[config.mk]
export PLATFORM = sky130hd
export DESIGN_NAME = exhaustive_assignment_search_top
export DESIGN_NICKNAME = d
export VERILOG_FILES = /design/src/hw/rtl/eas_pkg.sv /design/src/hw/rtl/eas_cost_ram.sv /design/src/hw/rtl/eas_perm_step.sv /design/src/hw/rtl/exhaustive_assignment_search_top.sv
export SDC_FILE = /design/constraint.sdc
export NUM_CORES = 1
export LEC_CHECK = 0
export ABC_AREA = 1
export BUFFER_PORTS_ARGS = -buffer_cell sky130_fd_sc_hd__buf_2
export CORE_MARGIN = 3
export CORE_UTILIZATION = 62
export DETAILED_ROUTE_END_ITERATION = 10
export PLACE_DENSITY_LB_ADDON = 0.15
export SYNTH_ARGS = -nofsm -noshare
export SYNTH_HDL_FRONTEND = slang
export SYNTH_SLANG_ARGS = --single-unit
export TNS_END_PERCENT = 20
[constraint.sdc]
create_clock -name clk_i -period 5.4 [get_ports clk_i]
set_input_delay 1.08 -clock clk_i [delete_from_list [all_inputs] [get_ports clk_i]]
set_output_delay 1.08 -clock clk_i [all_outputs]
set_load 0.005 [all_outputs]
[src/hw/rtl/eas_pkg.sv]
`timescale 1ns / 1ps
// shared types, widths and helpers for the exhaustive assignment search
// no dependencies
package eas_pkg;

  localparam int MaxJobs = 8;
  localparam int JobW    = 3;   // worker and job index width
  localparam int NW      = 4;   // side length register width
  localparam int CellW   = 16;  // one cost
  localparam int CellAw  = 6;   // cost memory address
  localparam int CountW  = 7;   // load counter, holds up to MaxJobs*MaxJobs
  localparam int SumW    = 19;  // largest sum is MaxJobs * 65535
  localparam int BestW   = 20;  // best total, resets to all ones

  typedef logic [JobW-1:0] job_t;
  typedef job_t [MaxJobs-1:0] order_t;

  typedef struct packed {
    logic init;  // load identity order and first loop positions
    logic step;  // run one level of the permutation advance
  } perm_cmd_t;

  typedef struct packed {
    logic found;      // a new permutation is ready to score
    logic exhausted;  // the last permutation has been scored
  } perm_res_t;

  // 0 acts as 1, values above MaxJobs act as MaxJobs
  function automatic logic [NW-1:0] side_len(input logic [NW-1:0] v);
    logic [NW-1:0] r;
    r = v;
    if (v == '0) r = NW'(1);
    if (v > NW'(MaxJobs)) r = NW'(MaxJobs);
    return r;
  endfunction

  function automatic order_t identity_order();
    order_t r;
    for (int k = 0; k < MaxJobs; k++) r[k] = JobW'(k);
    return r;
  endfunction

  function automatic order_t swap_pos(input order_t o, input job_t p, input job_t q);
    order_t r;
    r    = o;
    r[p] = o[q];
    r[q] = o[p];
    return r;
  endfunction

endpackage

[src/hw/rtl/eas_cost_ram.sv]
`timescale 1ns / 1ps
// cost matrix storage: one write port, one read port, registered read data
// depends on eas_pkg
module eas_cost_ram (
  input  logic                      clk_i,
  input  logic                      wr_en_i,
  input  logic [eas_pkg::CellAw-1:0] wr_addr_i,
  input  logic [eas_pkg::CellW-1:0]  wr_data_i,
  input  logic                      rd_en_i,
  input  logic [eas_pkg::CellAw-1:0] rd_addr_i,
  output logic [eas_pkg::CellW-1:0]  rd_data_o
);
  import eas_pkg::*;

  logic [CellW-1:0] mem_q [MaxJobs*MaxJobs];

  always_ff @(posedge clk_i) begin
    if (wr_en_i) begin
      mem_q[wr_addr_i] <= wr_data_i;
    end
  end

  always_ff @(posedge clk_i) begin
    if (rd_en_i) begin
      rd_data_o <= mem_q[rd_addr_i];
    end
  end

endmodule

[src/hw/rtl/eas_perm_step.sv]
`timescale 1ns / 1ps
// permutation sequencer: swap-and-restore order kept as loop positions per level
// depends on eas_pkg
module eas_perm_step (
  input  logic                   clk_i,
  input  logic                   rst_ni,
  input  logic [eas_pkg::NW-1:0] n_i,
  input  eas_pkg::perm_cmd_t     cmd_i,
  output eas_pkg::order_t        order_o,
  output eas_pkg::perm_res_t     res_o
);
  import eas_pkg::*;

  order_t order_q, order_d;
  order_t idx_q, idx_d;
  job_t   lv_q, lv_d;

  job_t       deepest;
  job_t       pos;
  logic [NW-1:0] nxt;
  order_t     undone;

  // deepest loop level is n-2, level 0 when n is one
  assign deepest = (n_i >= NW'(2)) ? JobW'(n_i - NW'(2)) : '0;
  assign pos     = idx_q[lv_q];
  assign nxt     = {1'b0, pos} + NW'(1);
  assign undone  = swap_pos(order_q, lv_q, pos);

  always_comb begin
    order_d = order_q;
    idx_d   = idx_q;
    lv_d    = lv_q;
    res_o   = '0;
    if (cmd_i.init) begin
      order_d = identity_order();
      idx_d   = identity_order();
      lv_d    = deepest;
    end else if (cmd_i.step) begin
      if (nxt < n_i) begin
        order_d     = swap_pos(undone, lv_q, nxt[JobW-1:0]);
        idx_d[lv_q] = nxt[JobW-1:0];
        // levels below restart at their own position, which swaps nothing
        for (int k = 0; k < MaxJobs; k++) begin
          if (JobW'(k) > lv_q) idx_d[k] = JobW'(k);
        end
        lv_d        = deepest;
        res_o.found = 1'b1;
      end else begin
        order_d = undone;
        if (lv_q == '0) begin
          res_o.exhausted = 1'b1;
        end else begin
          lv_d = lv_q - JobW'(1);
        end
      end
    end
  end

  always_ff @(posedge clk_i or negedge rst_ni) begin
    if (!rst_ni) begin
      order_q <= identity_order();
      idx_q   <= '0;
      lv_q    <= '0;
    end else begin
      order_q <= order_d;
      idx_q   <= idx_d;
      lv_q    <= lv_d;
    end
  end

  assign order_o = order_q;

endmodule

[src/hw/rtl/exhaustive_assignment_search_top.sv]
`timescale 1ns / 1ps
// exhaustive assignment search: cost load, permutation scoring, answer lines
// depends on eas_pkg, eas_cost_ram, eas_perm_step
//
//  channel   | handshake                 | payload
//  ----------+---------------------------+-----------------------------------
//  request   | start, busy               | cost_i
//  result    | result_valid_o (strobe)   | worker_o, job_o, min_total_o, last_o
//  config    | cfg_we_i                  | cfg_wdata_i (side length n)
//
// costs load one per cycle while busy is low; the n*n-th cost raises busy
// each permutation is read one worker at a time through the single read port of
// the cost memory, then tallied, then advanced by the permutation sequencer
// when every permutation has been scored, n result lines follow
// reset clears control state only; the cost memory needs no clearing
// results cannot be held off: one line per cycle once the search ends
module exhaustive_assignment_search_top (
  input  logic                      clk_i,
  input  logic                      rst_ni,
  input  logic                      start,
  output logic                      busy,
  input  logic [eas_pkg::CellW-1:0]  cost_i,
  input  logic                      cfg_we_i,
  input  logic [eas_pkg::NW-1:0]    cfg_wdata_i,
  output logic                      result_valid_o,
  output logic [eas_pkg::JobW-1:0]  worker_o,
  output logic [eas_pkg::JobW-1:0]  job_o,
  output logic [eas_pkg::SumW-1:0]  min_total_o,
  output logic                      last_o
);
  import eas_pkg::*;

  localparam logic [2:0] S_IDLE  = 3'd0;
  localparam logic [2:0] S_SCORE = 3'd1;
  localparam logic [2:0] S_TALLY = 3'd2;
  localparam logic [2:0] S_ADV   = 3'd3;
  localparam logic [2:0] S_EMIT  = 3'd4;

  logic [2:0]        state_q, state_d;
  logic [NW-1:0]     jobs_q;
  logic [CountW-1:0] load_q;
  job_t              w_q;
  logic [CellAw-1:0] row_q;
  logic [SumW-1:0]   sum_q;
  logic [BestW-1:0]  best_q;
  order_t            best_order_q;

  logic              out_valid_q;
  job_t              out_worker_q;
  job_t              out_job_q;
  logic [SumW-1:0]   out_total_q;
  logic              out_last_q;

  logic [NW-1:0]     n;
  logic [CountW-1:0] cells;
  logic [CountW-1:0] wr_ptr;
  logic              accept;
  logic              last_cost;
  logic              last_worker;

  logic              rd_en;
  logic [CellAw-1:0] rd_addr;
  logic [CellW-1:0]  rd_data;
  logic [SumW-1:0]   total;

  perm_cmd_t         pcmd;
  perm_res_t         pres;
  order_t            order;

  assign n           = side_len(jobs_q);
  assign cells       = CountW'(n) * CountW'(n);
  assign wr_ptr      = (load_q >= cells) ? '0 : load_q;
  assign accept      = start && !busy;
  assign last_cost   = (wr_ptr + CountW'(1)) == cells;
  assign last_worker = ({1'b0, w_q} + NW'(1)) == n;
  assign busy        = (state_q != S_IDLE);

  assign rd_en   = (state_q == S_SCORE);
  assign rd_addr = row_q + {{(CellAw-JobW){1'b0}}, order[w_q]};
  assign total   = sum_q + {{(SumW-CellW){1'b0}}, rd_data};

  assign pcmd.init = accept && last_cost;
  assign pcmd.step = (state_q == S_ADV);

  eas_cost_ram u_ram (
    .clk_i     (clk_i),
    .wr_en_i   (accept),
    .wr_addr_i (wr_ptr[CellAw-1:0]),
    .wr_data_i (cost_i),
    .rd_en_i   (rd_en),
    .rd_addr_i (rd_addr),
    .rd_data_o (rd_data)
  );

  eas_perm_step u_perm (
    .clk_i   (clk_i),
    .rst_ni  (rst_ni),
    .n_i     (n),
    .cmd_i   (pcmd),
    .order_o (order),
    .res_o   (pres)
  );

  always_comb begin
    state_d = state_q;
    case (state_q)
      S_IDLE:  if (accept && last_cost) state_d = S_SCORE;
      S_SCORE: if (last_worker) state_d = S_TALLY;
      S_TALLY: state_d = S_ADV;
      S_ADV: begin
        if (pres.found) state_d = S_SCORE;
        else if (pres.exhausted) state_d = S_EMIT;
      end
      S_EMIT:  if (last_worker) state_d = S_IDLE;
      default: state_d = S_IDLE;
    endcase
  end

  always_ff @(posedge clk_i or negedge rst_ni) begin
    if (!rst_ni) begin
      state_q     <= S_IDLE;
      jobs_q      <= NW'(4);
      load_q      <= '0;
      w_q         <= '0;
      row_q       <= '0;
      best_q      <= '1;
      out_valid_q <= 1'b0;
    end else begin
      state_q     <= state_d;
      out_valid_q <= (state_q == S_EMIT);
      if (cfg_we_i) begin
        jobs_q <= cfg_wdata_i;
        load_q <= '0;
      end else if (accept) begin
        load_q <= last_cost ? '0 : wr_ptr + CountW'(1);
      end
      case (state_q)
        S_IDLE: begin
          w_q   <= '0;
          row_q <= '0;
          if (accept && last_cost) best_q <= '1;
        end
        S_SCORE: begin
          if (last_worker) begin
            w_q   <= '0;
            row_q <= '0;
          end else begin
            w_q   <= w_q + JobW'(1);
            row_q <= row_q + CellAw'(n);
          end
        end
        S_TALLY: begin
          // strict compare keeps the first of equal totals
          if ({1'b0, total} < best_q) best_q <= {1'b0, total};
        end
        S_EMIT: begin
          if (last_worker) begin
            w_q    <= '0;
            best_q <= '1;
          end else begin
            w_q <= w_q + JobW'(1);
          end
        end
        default: ;
      endcase
    end
  end

  // datapath registers without reset
  always_ff @(posedge clk_i) begin
    if (state_q == S_SCORE) begin
      // data of worker w-1 arrives while worker w is read
      sum_q <= (w_q == '0) ? '0 : total;
    end
    if (state_q == S_TALLY && ({1'b0, total} < best_q)) begin
      best_order_q <= order;
    end
    if (state_q == S_EMIT) begin
      out_worker_q <= w_q;
      out_job_q    <= best_order_q[w_q];
      out_total_q  <= best_q[SumW-1:0];
      out_last_q   <= last_worker;
    end
  end

  assign result_valid_o = out_valid_q;
  assign worker_o       = out_worker_q;
  assign job_o          = out_job_q;
  assign min_total_o    = out_total_q;
  assign last_o         = out_last_q;

endmodule

# ---- Word level (Yosys, flattened, before mapping)
# Memory sizes are Yosys's and may differ from the RTL's. A register that Yosys moved wholly into a read port is not among the register bits.
# Cells that the tools add are included.
dict set report totals {
  out_inout_bits 28
  mem_bits_rw 1024
  memories 1
  reg_bits 164
}
dict set report op_classes {
  n_eq_ne 12
  n_reduce_logical 23
  order_cmp 20
  mul 1
  n_mux 71
  add_sub_neg 9
}
# memory words width read_ports rd_ports_with_merged_regs wr line_no
set memory_table {}
lappend memory_table {u_ram.mem_q 64 16 1 1 1 eas_cost_ram.sv:15} ;# logic [CellW-1:0] mem_q [MaxJobs*MaxJobs];
# operator n
set op_table {}
lappend op_table {{24-bit 2-to-1 mux} 6}
lappend op_table {{24-bit bitwise mux} 5}
lappend op_table {{3-bit 2-to-1 mux} 29}
lappend op_table {{3-bit binary-select mux with 3-bit select} 7}
lappend op_table {{20-bit 2-to-1 mux} 3}
lappend op_table {{20-bit one-hot mux with 3 select lines} 1}
lappend op_table {{7-bit 2-to-1 mux} 4}
lappend op_table {{3-bit demux with 3-bit select} 3}
lappend op_table {{19-bit by 20-bit less-than comparator with 1-bit output} 1}
lappend op_table {{19-bit by 16-bit adder with 19-bit output} 1}
lappend op_table {{3-bit by 4-bit less-than comparator with 1-bit output, second input constant} 4}
lappend op_table {{3-bit one-hot mux with 5 select lines} 1}
lappend op_table {{3-bit > comparator, first input constant} 4}
lappend op_table {{6-bit one-hot mux with 2 select lines} 1}
lappend op_table {{2-bit nonzero test} 5}
lappend op_table {{3-bit by 1-bit >= comparator with 1-bit output, second input constant} 3}
lappend op_table {{3-bit logical NOT} 3}
lappend op_table {{3-bit by 1-bit adder with 4-bit output, second input constant} 2}
lappend op_table {{4-bit 2-to-1 mux} 2}
lappend op_table {{2-bit != test, second input constant} 4}
lappend op_table {{4-bit AND reduction} 2}
lappend op_table {{7-bit by 1-bit adder with 7-bit output, second input constant} 1}
lappend op_table {{7-bit == test} 1}
lappend op_table {{7-bit >= comparator} 1}
lappend op_table {{27 further kinds} 42}

# ---- Longest topological paths before layout
# Gate-level depths: netlist of run 1.
dict set report depth {
  word_depth 14
  depth_mapped 32
  depth_no_buf 30
}

# ---- Hierarchy
# From an unflattened synthesis of run 1, not the netlist that was laid out.
dict set report unflattened {
  cells_unflattened 5148
  hier_area_um2 54333.4
}
# module cells_each area_each_um2 instances
set by_module_without_submodules {}
lappend by_module_without_submodules {eas_cost_ram 3517 42259.3 1}
lappend by_module_without_submodules {exhaustive_assignment_search_top 803 6914.1 1}
lappend by_module_without_submodules {eas_perm_step 828 5159.9 1}

# ---- Worst setup path before layout of run 1
# OpenSTA, ideal clock, no wires.
dict set report synth_timing {
  kind {register to register}
  from {register sum_q[0]}
  to {register best_order_q[0] (netlist name), enable pin}
  required_ps 5002
  path_buffers 1
  path_slack_ps 966
  t_arrival_ps 4036
  setup_time_ps 398
  stages_incl_launch_ff 24
  period_less_slack_ps 4434
  path_cell_list {edfxtp_1 ha_1 fa_1 nand2_1 inv_1 nand2_1 nand2_1 a21oi_1 o21bai_1 nand2_1 nand2_1 a21boi_0 o21ai_0 nand2_1 nand2_1 xnor2_1 inv_1 ha_1 nand2_1 nor2_1 a211oi_1 o2111ai_1 nor2_1 clkbuf_1}
}
dict set report synth_between {
  elab_chain_len 3
}
# item line_no
set synth_rtl {}
lappend synth_rtl {{start, declared} exhaustive_assignment_search_top.sv:44} ;# logic [SumW-1:0] sum_q;
lappend synth_rtl {{start signal, assigned} exhaustive_assignment_search_top.sv:173} ;# sum_q <= (w_q == '0) ? '0 : total;
lappend synth_rtl {{19-bit by 16-bit adder with 19-bit output} exhaustive_assignment_search_top.sv:80} ;# assign total = sum_q + {{(SumW-CellW){1'b0}}, rd_data};
lappend synth_rtl {{via total[14]} exhaustive_assignment_search_top.sv:64} ;# logic [SumW-1:0] total;
lappend synth_rtl {{19-bit by 20-bit less-than comparator with 1-bit output} exhaustive_assignment_search_top.sv:175} ;# if (state_q == S_TALLY && ({1'b0, total} < best_q)) begin
lappend synth_rtl {{1-bit logical AND} exhaustive_assignment_search_top.sv:175}
lappend synth_rtl {{end signal, assigned} exhaustive_assignment_search_top.sv:176} ;# best_order_q <= order;
lappend synth_rtl {{end, declared} exhaustive_assignment_search_top.sv:46} ;# order_t best_order_q;
# The timed path passes the listed nets, and every way through them passes these cells.
# A chain may end at the register's enable or synchronous reset.

# ---- Worst setup path in the final report of run 1
dict set report layout_timing {
  from {register jobs_q[2]}
  to {register u_perm.idx_q[23] (netlist name)}
}
dict set report layout_between {
  elab_chain_len 11
  word_cells_on_any_way 15
}
# item line_no
set layout_rtl {}
lappend layout_rtl {{start, declared} exhaustive_assignment_search_top.sv:40} ;# logic [NW-1:0] jobs_q;
lappend layout_rtl {{start signal, assigned} exhaustive_assignment_search_top.sv:132} ;# jobs_q <= cfg_wdata_i;
lappend layout_rtl {{branches (longest 2 deep; another with 4-bit > comparator)} -}
lappend layout_rtl {{4-bit 2-to-1 mux (*)} eas_pkg.sv:33} ;# if (v > NW'(MaxJobs)) r = NW'(MaxJobs);
lappend layout_rtl {{4-bit by 4-bit multiplier with 7-bit output} exhaustive_assignment_search_top.sv:71} ;# assign cells = CountW'(n) * CountW'(n);
lappend layout_rtl {{7-bit >= comparator} exhaustive_assignment_search_top.sv:72} ;# assign wr_ptr = (load_q >= cells) ? '0 : load_q;
lappend layout_rtl {{7-bit 2-to-1 mux} exhaustive_assignment_search_top.sv:72}
lappend layout_rtl {{7-bit by 1-bit adder with 7-bit output} exhaustive_assignment_search_top.sv:74} ;# assign last_cost = (wr_ptr + CountW'(1)) == cells;
lappend layout_rtl {{7-bit == test} exhaustive_assignment_search_top.sv:74}
lappend layout_rtl {{1-bit logical AND} exhaustive_assignment_search_top.sv:82} ;# assign pcmd.init = accept && last_cost;
lappend layout_rtl {{2-bit nonzero test (no source line)} -}
lappend layout_rtl {{2-bit AND reduction (no source line)} -}
lappend layout_rtl {{end signal, assigned} eas_perm_step.sv:66} ;# idx_q <= idx_d;
lappend layout_rtl {{end, declared} eas_perm_step.sv:15} ;# order_t idx_q, idx_d;
# Mark *: on every way between the ends.

==> results of run 1 <==
==> critical path: cells and delay by family (launching register included) <==
| kind | cells | cell delay, ns |
|---|---|---|
| buffers and inverters | 5 | 0.62 |
| AO/OA/AOI/OAI | 2 | 0.33 |
| flip-flops | 1 | 0.54 |
| XOR/XNOR | 1 | 0.20 |
| AND/OR/NAND/NOR | 16 | 1.88 |
| adder cells (fa/ha/maj) | 5 | 1.24 |
==> layout make-up <==
type / count / share of cell area
clock buffer: 153 / 0.0524
tap: 1134 / 0.0240
timing repair buffer: 221 / 0.0315
clock inverter: 67 / 0.0126
antenna: 1 / 0.0000424
multi-input combinational: 2806 / 0.251
sequential: 1204 / 0.605
inverter: 368 / 0.0237
==> cells in the final DEF (no fill, tap or decap), types with 33 or more instances in the layout <==
| cell type | instances |
|---|---|
| inv_1 | 354 |
| a21oi_1 | 109 |
| dfrtp_1 | 62 |
| dfstp_2 | 33 |
| o211ai_1 | 133 |
| a31oi_1 | 35 |
| edfxtp_1 | 1109 |
| o32ai_1 | 256 |
| o21ai_0 | 364 |
| buf_4 | 145 |
| clkbuf_1 | 34 |
| nand3_1 | 117 |
| nand2_1 | 523 |
| clkbuf_16 | 118 |
| buf_2 | 50 |
| ha_1 | 61 |
| nor2_1 | 981 |
==> path summary, 6_finish.rpt <==
kind | from | to | slack, ns
max | jobs_q[2]$_DFFE_PN1P_ | u_perm.idx_q[23]$_DFFE_PN0P_ | 0.47
min | rst_ni | u_perm.idx_q[18]$_DFFE_PN0P_ | 0.46
max reg2reg | jobs_q[2]$_DFFE_PN1P_ | u_perm.idx_q[23]$_DFFE_PN0P_ | 0.47
min reg2reg | best_q[0]$_DFFE_PN1P_ | best_q[0]$_DFFE_PN1P_ | 0.48
max in group asynchronous | rst_ni | best_q[3]$_DFFE_PN1P_ | 3.84
min in group clk_i | best_q[0]$_DFFE_PN1P_ | best_q[0]$_DFFE_PN1P_ | 0.48
==> cell usage after synthesis, types with 3 or more instances <==
library cell | n | share of area
o21a_1 | 4 | 0.00057
buf_6 | 8 | 0.0017
dfrtp_1 | 62 | 0.029
nor2_2 | 8 | 0.00095
o22ai_1 | 17 | 0.0020
buf_1 | 15 | 0.0011
o32ai_1 | 256 | 0.042
inv_1 | 354 | 0.025
nand2_1 | 524 | 0.037
nor3_2 | 3 | 0.00057
o21ai_1 | 14 | 0.0013
xnor2_1 | 9 | 0.0015
nor2_4 | 10 | 0.0021
or2_2 | 3 | 0.00035
a22oi_1 | 13 | 0.0018
a21oi_1 | 109 | 0.010
o211ai_1 | 133 | 0.019
a32oi_1 | 15 | 0.0025
nand2_4 | 4 | 0.00085
buf_4 | 5 | 0.00071
a22oi_2 | 7 | 0.0017
xor2_1 | 22 | 0.0036
dfstp_2 | 33 | 0.016
a31oi_1 | 35 | 0.0041
edfxtp_1 | 1109 | 0.63
nand2_2 | 10 | 0.0012
fa_1 | 4 | 0.0015
buf_2 | 11 | 0.0010
nor2_1 | 986 | 0.070
o21bai_1 | 4 | 0.00057
nand3_1 | 117 | 0.011
nor3_1 | 6 | 0.00057
nor3_4 | 4 | 0.0012
ha_1 | 62 | 0.015
clkbuf_1 | 230 | 0.016
inv_2 | 10 | 0.00071
a221oi_1 | 8 | 0.0013
nand3_2 | 5 | 0.00095
nand4_1 | 23 | 0.0027
o21ai_0 | 364 | 0.034
==> metal layers <==
metal  track usage  routed length, µm  share of wire  vias up
li1              -                  -              -    16786
met1         0.432              53700           0.40    17751
met2         0.465              61500           0.46     1899
met3        0.0469              13700           0.10      316
met4         0.130               5960          0.044        4
met5             0                 15        0.00011        -
==> per-stage QoR <==
stage	cells	setup WS [ns]	hold slack (ns)	cell area [µm²]
2_1_floorplan	4648	0.966	0.447	52900
3_3_place_gp	5732	0.307	0.474	55200
3_5_place_dp	5732	0.131	0.478	55200
4_1_cts	5952	0.0525	0.464	59000
5_1_grt	5953	0.0493	0.501	59100
6_report	5954	0.471	0.460	59100
==> what timing repair did <==
item / CTS / global route
gates resized for setup: 0 / 7
setup buffers: 0 / 1
setup endpoints to repair: 0 / 73
==> state kept, by name (all words and copies together), names as in the netlist, 6 cells and up <==
register,count
u_ram.mem_q,1024
min_total_o,19
load_q,7
best_order_q,24
sum_q,19
best_q,20
u_perm.idx_q,24
u_ram.rd_data_o,16
row_q,6
u_perm.order_o,24
==> logic make-up after synthesis <==
logic type,count (synthesis),synth area share
and+or+nand+nor,1711,0.131
adders and majority gates,66,0.0162
muxes,1,0.000213
DFF,1204,0.675
xor gates and xnor gates,31,0.00513
buffers and inverters,638,0.0474
other,1,0.0000709
AOI/OAI and AO/OA,995,0.125
==> results.md, run 1 <==
- Post-synth cell types: 64
- RSZ-0062 raised after global routing: false
- Hold Vio Cnt, Final: 0
- Detail Placement HPWL: 81100 µm
- Clk pin slew, worst setup/hold paths: 0.07 ns
- Mapped Area: 0.0529 mm²
- Gr usage total: 0.302
- EDFF count, synth: 1109
- Port bufs: 51
- Hold Path Class: in -> async
- Total Wirelength: 135000 µm
- # DRC: 0
- Fin. max-slew vios: 0
- Crit path max-delay cell type: dfstp_2
- Worst EP arrival: 5.52 ns
- Initial antenna violation count: 4
- Layout Utilization: 0.702
- Sequential area share after synthesis: 0.675
- Maximum clock rate: just over 200 MHz
- Critical Path RT: 5.99 ns
- Die Area: 0.0889 mm²
- Skew-Pair Late Insertion Delay: 0.70 ns
- DRT Pass-1 Iters: 8
- Crit. End Element: register
- Share of post-route cells with drive strength above 1: 0.107
- Final Cycle Share: 0.913
- Ys Warns: 0
- GRT Residual Overflow: 0
- Syn Area/Cell: 11.4 µm²
- Hold-fix buffers, CTS: 0
- TritonCTS clock tree: yes
- Clock Sinks: 1204
- Die Span Y: 298 µm
- Pin count of the biggest net entering global routing: between 100 and 150
- CTS H-tree depth: 3
- P&R area growth vs syn: 11.6%
- Slew at the pin closest to its max-slew limit: 0.975 ns
- Post-Syn Instances: 4647
- Routability cong.: a little under 1
- Crit Path Category: reg -> reg
- Final net count: 4809
- Multi-input logic area: 0.0148 mm²
- Drt wl/cell: 22.7 µm
- Via density: 6.17
- CTS Root Cell: clkbuf_16
- Top_reg_cell synth: edfxtp_1
- Status: finished clean
- FP Rows: 106
- Initial Utilization: 0.629
- DR vias: 36.8k
- Yosys reg bits: 1204
- Count of final setup violators: 0
- Synth async-reset ratio: 0.0789
- TritonCTS Buffers: between 100 and 150
- Highest fanout seen on the critical path: 25
- Remaining antenna violation count: 0
- Setup TNS: 0 ns
- Final min period: 4.93 ns
- Fill cell count: 5931
- Largest stage delay, worst path: 0.54 ns
- CTS Buffer Depth: 3
- Slew margin rel.: 0.349
- DR iter-0 viols: 4687
- Die span in x: between 200 and 300 µm
- Worst Skew: 0.0287 ns
- First-pass GRT wire length: 205000 µm
- Core area: 0.0841 mm²
- Register area: 0.0357 mm²
- Worst setup SP type: register
- Vias in the first global route: 35.0k
- IO Pins: 52
- Maxcap violations: 0
- CP dominant cell by count: nand2_1
- Reg2reg path depth: 29
Power of run 1 is not shown: default switching activity piles up to over one toggle a cycle in this logic, so the estimate is an artifact.
==> inputs of run 2 (changes only) <==
--- a/config.mk
+++ b/config.mk
@@ -5,7 +5,6 @@
 export SDC_FILE = /design/constraint.sdc
 export NUM_CORES = 1
 export LEC_CHECK = 0
-export ABC_AREA = 1
 export BUFFER_PORTS_ARGS = -buffer_cell sky130_fd_sc_hd__buf_2
 export CORE_MARGIN = 3
 export CORE_UTILIZATION = 62
==> results.md, run 2 <==
- Status: finished clean (unchanged)
- Worst setup margin: 0.197 ns (was 0.471 ns)
- Fill cell count: 4907 (was 5931)
- DRT Pass-1 Iters: 6 (was 8)
- Clock Sinks: 1204 (unchanged)
- Port bufs: 51 (unchanged)
- Worst Skew: 0.0656 ns (was 0.0287 ns)
- TritonCTS clock tree: yes (unchanged)
- Core area: 0.0807 mm² (was 0.0841 mm²)
- Sequential area share after synthesis: 0.706 (was 0.675)
- Largest register FFs: 1024 (unchanged)
- Hold Path Class: reg -> reg (was in -> async)
- DR vias: 27.9k (was 36.8k)
- Crit path max-delay cell type: or3b_2 (was dfstp_2)
- Vias in the first global route: 28.5k (was 35.0k)
- Mapped Area: 0.0506 mm² (was 0.0529 mm²)
- Final Cycle Share: 0.964 (was 0.913)
- CP dominant cell by count: ha_1 (was nand2_1)
- Most common cell after layout, fill and taps aside: edfxtp_1 (unchanged)
- Post-Syn Instances: 2730 (was 4647)
- Critical path's top delay family: compound AO/OA/AOI/OAI gates (was simple AND/OR/NAND/NOR gates)
- EDFF count, synth: 1109 (unchanged)
- Setup WS pre-CTS: -0.210 ns (was 0.131 ns)
- Crit. End Element: register (unchanged)
- Ys Warns: 0 (unchanged)
- Clk pin slew, worst setup/hold paths: 0.06 ns (was 0.07 ns)
- Post-synth cell types: 84 (was 64)
- Pin count of the biggest net entering global routing: 68 (was 147)
- Yosys top cell area share: 0.658 (was 0.629)
- Synth area leaders: edfxtp_1, mux4_2, dfrtp_1, dfstp_2, ha_1 (was edfxtp_1, nor2_1, o32ai_1, nand2_1, o21ai_0)
- P&R area growth vs syn: 12.6% (was 11.6%)
- Critical path buffer and inverter count: 4 (was 5)
- Hold_sp: u_perm.idx_q[1]$_DFFE_PN0P_
- Top_reg_cell synth: edfxtp_1 (unchanged)
- # DRC: 0 (unchanged)
- Synth async-reset ratio: 0.0789 (unchanged)
- Critical Path RT: 6.04 ns (was 5.99 ns)
- RSZ-0062 raised after global routing: true (was false)
- CP Launch Point: jobs_q[3]$_DFFE_PN0P_ (was jobs_q[2]$_DFFE_PN1P_)
- DR iter-0 viols: 3426 (was 4687)
- Top-count cell post-synth: edfxtp_1 (unchanged)
- Die span in x: 292 µm (was 298 µm)
- Maximum clock rate: 192 MHz (was 203 MHz)
- Top reg by flops: u_ram.mem_q (unchanged)
- Reg2reg start: jobs_q[3]$_DFFE_PN0P_ (was jobs_q[2]$_DFFE_PN1P_)
- Hold-fix buffers, CTS: 0 (unchanged)
- Crit Path Category: reg -> reg (unchanged)
- CTS Buffer Depth: 3 (unchanged)
- Worst setup SP type: register (unchanged)
- Hold Vio Cnt, Final: 0 (unchanged)
- Post-DP Area: 0.0532 mm² (was 0.0552 mm²)
- IO Pins: 52 (unchanged)
- Synth area leader: edfxtp_1 (unchanged)
- GRT Residual Overflow: 0 (unchanged)
- Die Span Y: 292 µm (was 298 µm)
- Highest fanout seen on the critical path: 10 (was 25)
- FP Rows: 104 (was 106)
- Skew-Pair Late Insertion Delay: 0.71 ns (was 0.70 ns)
- Gr usage total: 0.314 (was 0.302)
- Final std cells w/o fill: 4077 (was 5954)
- TritonCTS Buffers: 114 (was 118)
- Detail Placement HPWL: 77000 µm (was 81100 µm)
- Share of post-route cells with drive strength above 1: 0.287 (was 0.107)
- Final net count: 3011 (was 4809)
- CTS Root Cell: clkbuf_16 (unchanged)
- Maxcap violations: 0 (unchanged)
- Post-synth top cells: edfxtp_1, mux4_2, nor2_1, nand2_1, clkbuf_1 (was edfxtp_1, nor2_1, nand2_1, o21ai_0, inv_1)
- First-pass GRT wire length: 194000 µm (was 205000 µm)
- Slew at the pin closest to its max-slew limit: 1.29 ns (was 0.975 ns)
- Total Wirelength: 130000 µm (was 135000 µm)
- Fin. max-slew vios: 0 (unchanged)
- Largest stage delay, worst path: 0.44 ns (was 0.54 ns)
- Worst EP arrival: 5.84 ns (was 5.52 ns)
- Count of final setup violators: 0 (unchanged)
- Die Area: 0.0851 mm² (was 0.0889 mm²)
- Slew margin rel.: 0.142 (was 0.349)
- Commonest cells after routing, fill and taps aside: edfxtp_1, mux4_2, buf_4 (was edfxtp_1, nor2_1, nand2_1)
- Remaining antenna violation count: 0 (unchanged)
- CTS H-tree depth: 3 (unchanged)
- Initial antenna violation count: 3 (was 4)
- Dpl cells: 3857 (was 5732)
- Routability cong.: 0.948 (was 0.963)
- Yosys reg bits: 1204 (unchanged)
- Drt wl/cell: 31.9 µm (was 22.7 µm)
- Syn Area/Cell: 18.5 µm² (was 11.4 µm²)
- Worst hold slack: 0.489 ns (was 0.460 ns)
- Final min period: 5.20 ns (was 4.93 ns)
- Initial Utilization: 0.627 (was 0.629)
- Design Area, Final: 0.0570 mm² (was 0.0591 mm²)
- Via density: 6.85 (was 6.17)
## run 2: cell count changes after synthesis, sizes merged, moves of 21 or more
cell | previous run | this run
clkbuf | 230 | 118
nand3 | 122 | 37
nor2 | 1005 | 162
nor3 | 13 | 38
o21ai | 380 | 73
inv | 367 | 57
nand2 | 539 | 129
a21o | 0 | 21
o32ai | 256 | 3
a21oi | 109 | 88
nor2b | 0 | 32
o211ai | 135 | 19
mux4 | 0 | 355
a31oi | 35 | 7
## run 2: area by class of cell
class / count / area (µm²) / share of cell area
sequential: 1204 / 35700 / 0.627
multi-input combinational: 1316 / 14400 / 0.252
clock buffer: 139 / 2960 / 0.0519
timing repair buffer: 227 / 1730 / 0.0304
tap: 1060 / 1330 / 0.0233
clock inverter: 72 / 688 / 0.0121
inverter: 58 / 219 / 0.00384
antenna: 1 / 2.50 / 0.0000439
## run 2: cells by family (layout without fill, tap and decap cells)
logic type                 after synthesis  count (layout)  synth area share
AOI/OAI and AO/OA                      351             351            0.0469
xor gates and xnor gates                38              38           0.00657
adders and majority gates               66              66            0.0169
buffers and inverters                  211             496            0.0165
DFF                                   1204            1204             0.706
muxes                                  381             381             0.163
other                                    1               3         0.0000741
and+or+nand+nor                        478             478            0.0440
## run 2: through the flow
| stage | TNS, ns | util |
|---|---|---|
| after floorplan | 0 | - |
| after global placement | -0.629 | 0.659 |
| after detailed placement | -2.95 | 0.659 |
| after CTS | 0 | 0.705 |
| after global routing | -0.789 | 0.707 |
| final | 0 | 0.707 |
## run 2: metal layers
| layer | vias up | share of wire | global-route usage |
|---|---|---|---|
| li1 | 11514 | - | - |
| met1 | 14564 | 0.38 | 0.438 |
| met2 | 1529 | 0.49 | 0.502 |
| met3 | 324 | 0.085 | 0.0589 |
| met4 | 2 | 0.043 | 0.126 |
| met5 | - | 0.000092 | 0 |
## run 2: repair_timing
item                       4_1_cts  5_1_grt
pin swaps                        0        6
setup endpoints to repair       37       74
gates resized for setup          4       19
gates cloned                     0        1
setup buffers                    0        7
## run 2: path summary, 6_finish.rpt
path	to	slack (ns)	cells past startpoint
worst min register to register	u_perm.idx_q[1]$_DFFE_PN0P_	0.49	1
min in group asynchronous	u_perm.order_o[11]$_DFFE_PN0P_	0.53	1
max in group asynchronous	row_q[4]$_DFFE_PN0N_	3.79	2
worst min-delay path	u_perm.idx_q[1]$_DFFE_PN0P_	0.49	1
worst max-delay path	best_q[12]$_DFFE_PN1P_	0.20	25
worst max register to register	best_q[12]$_DFFE_PN1P_	0.20	25
Power of run 2 is left out for the same reason.
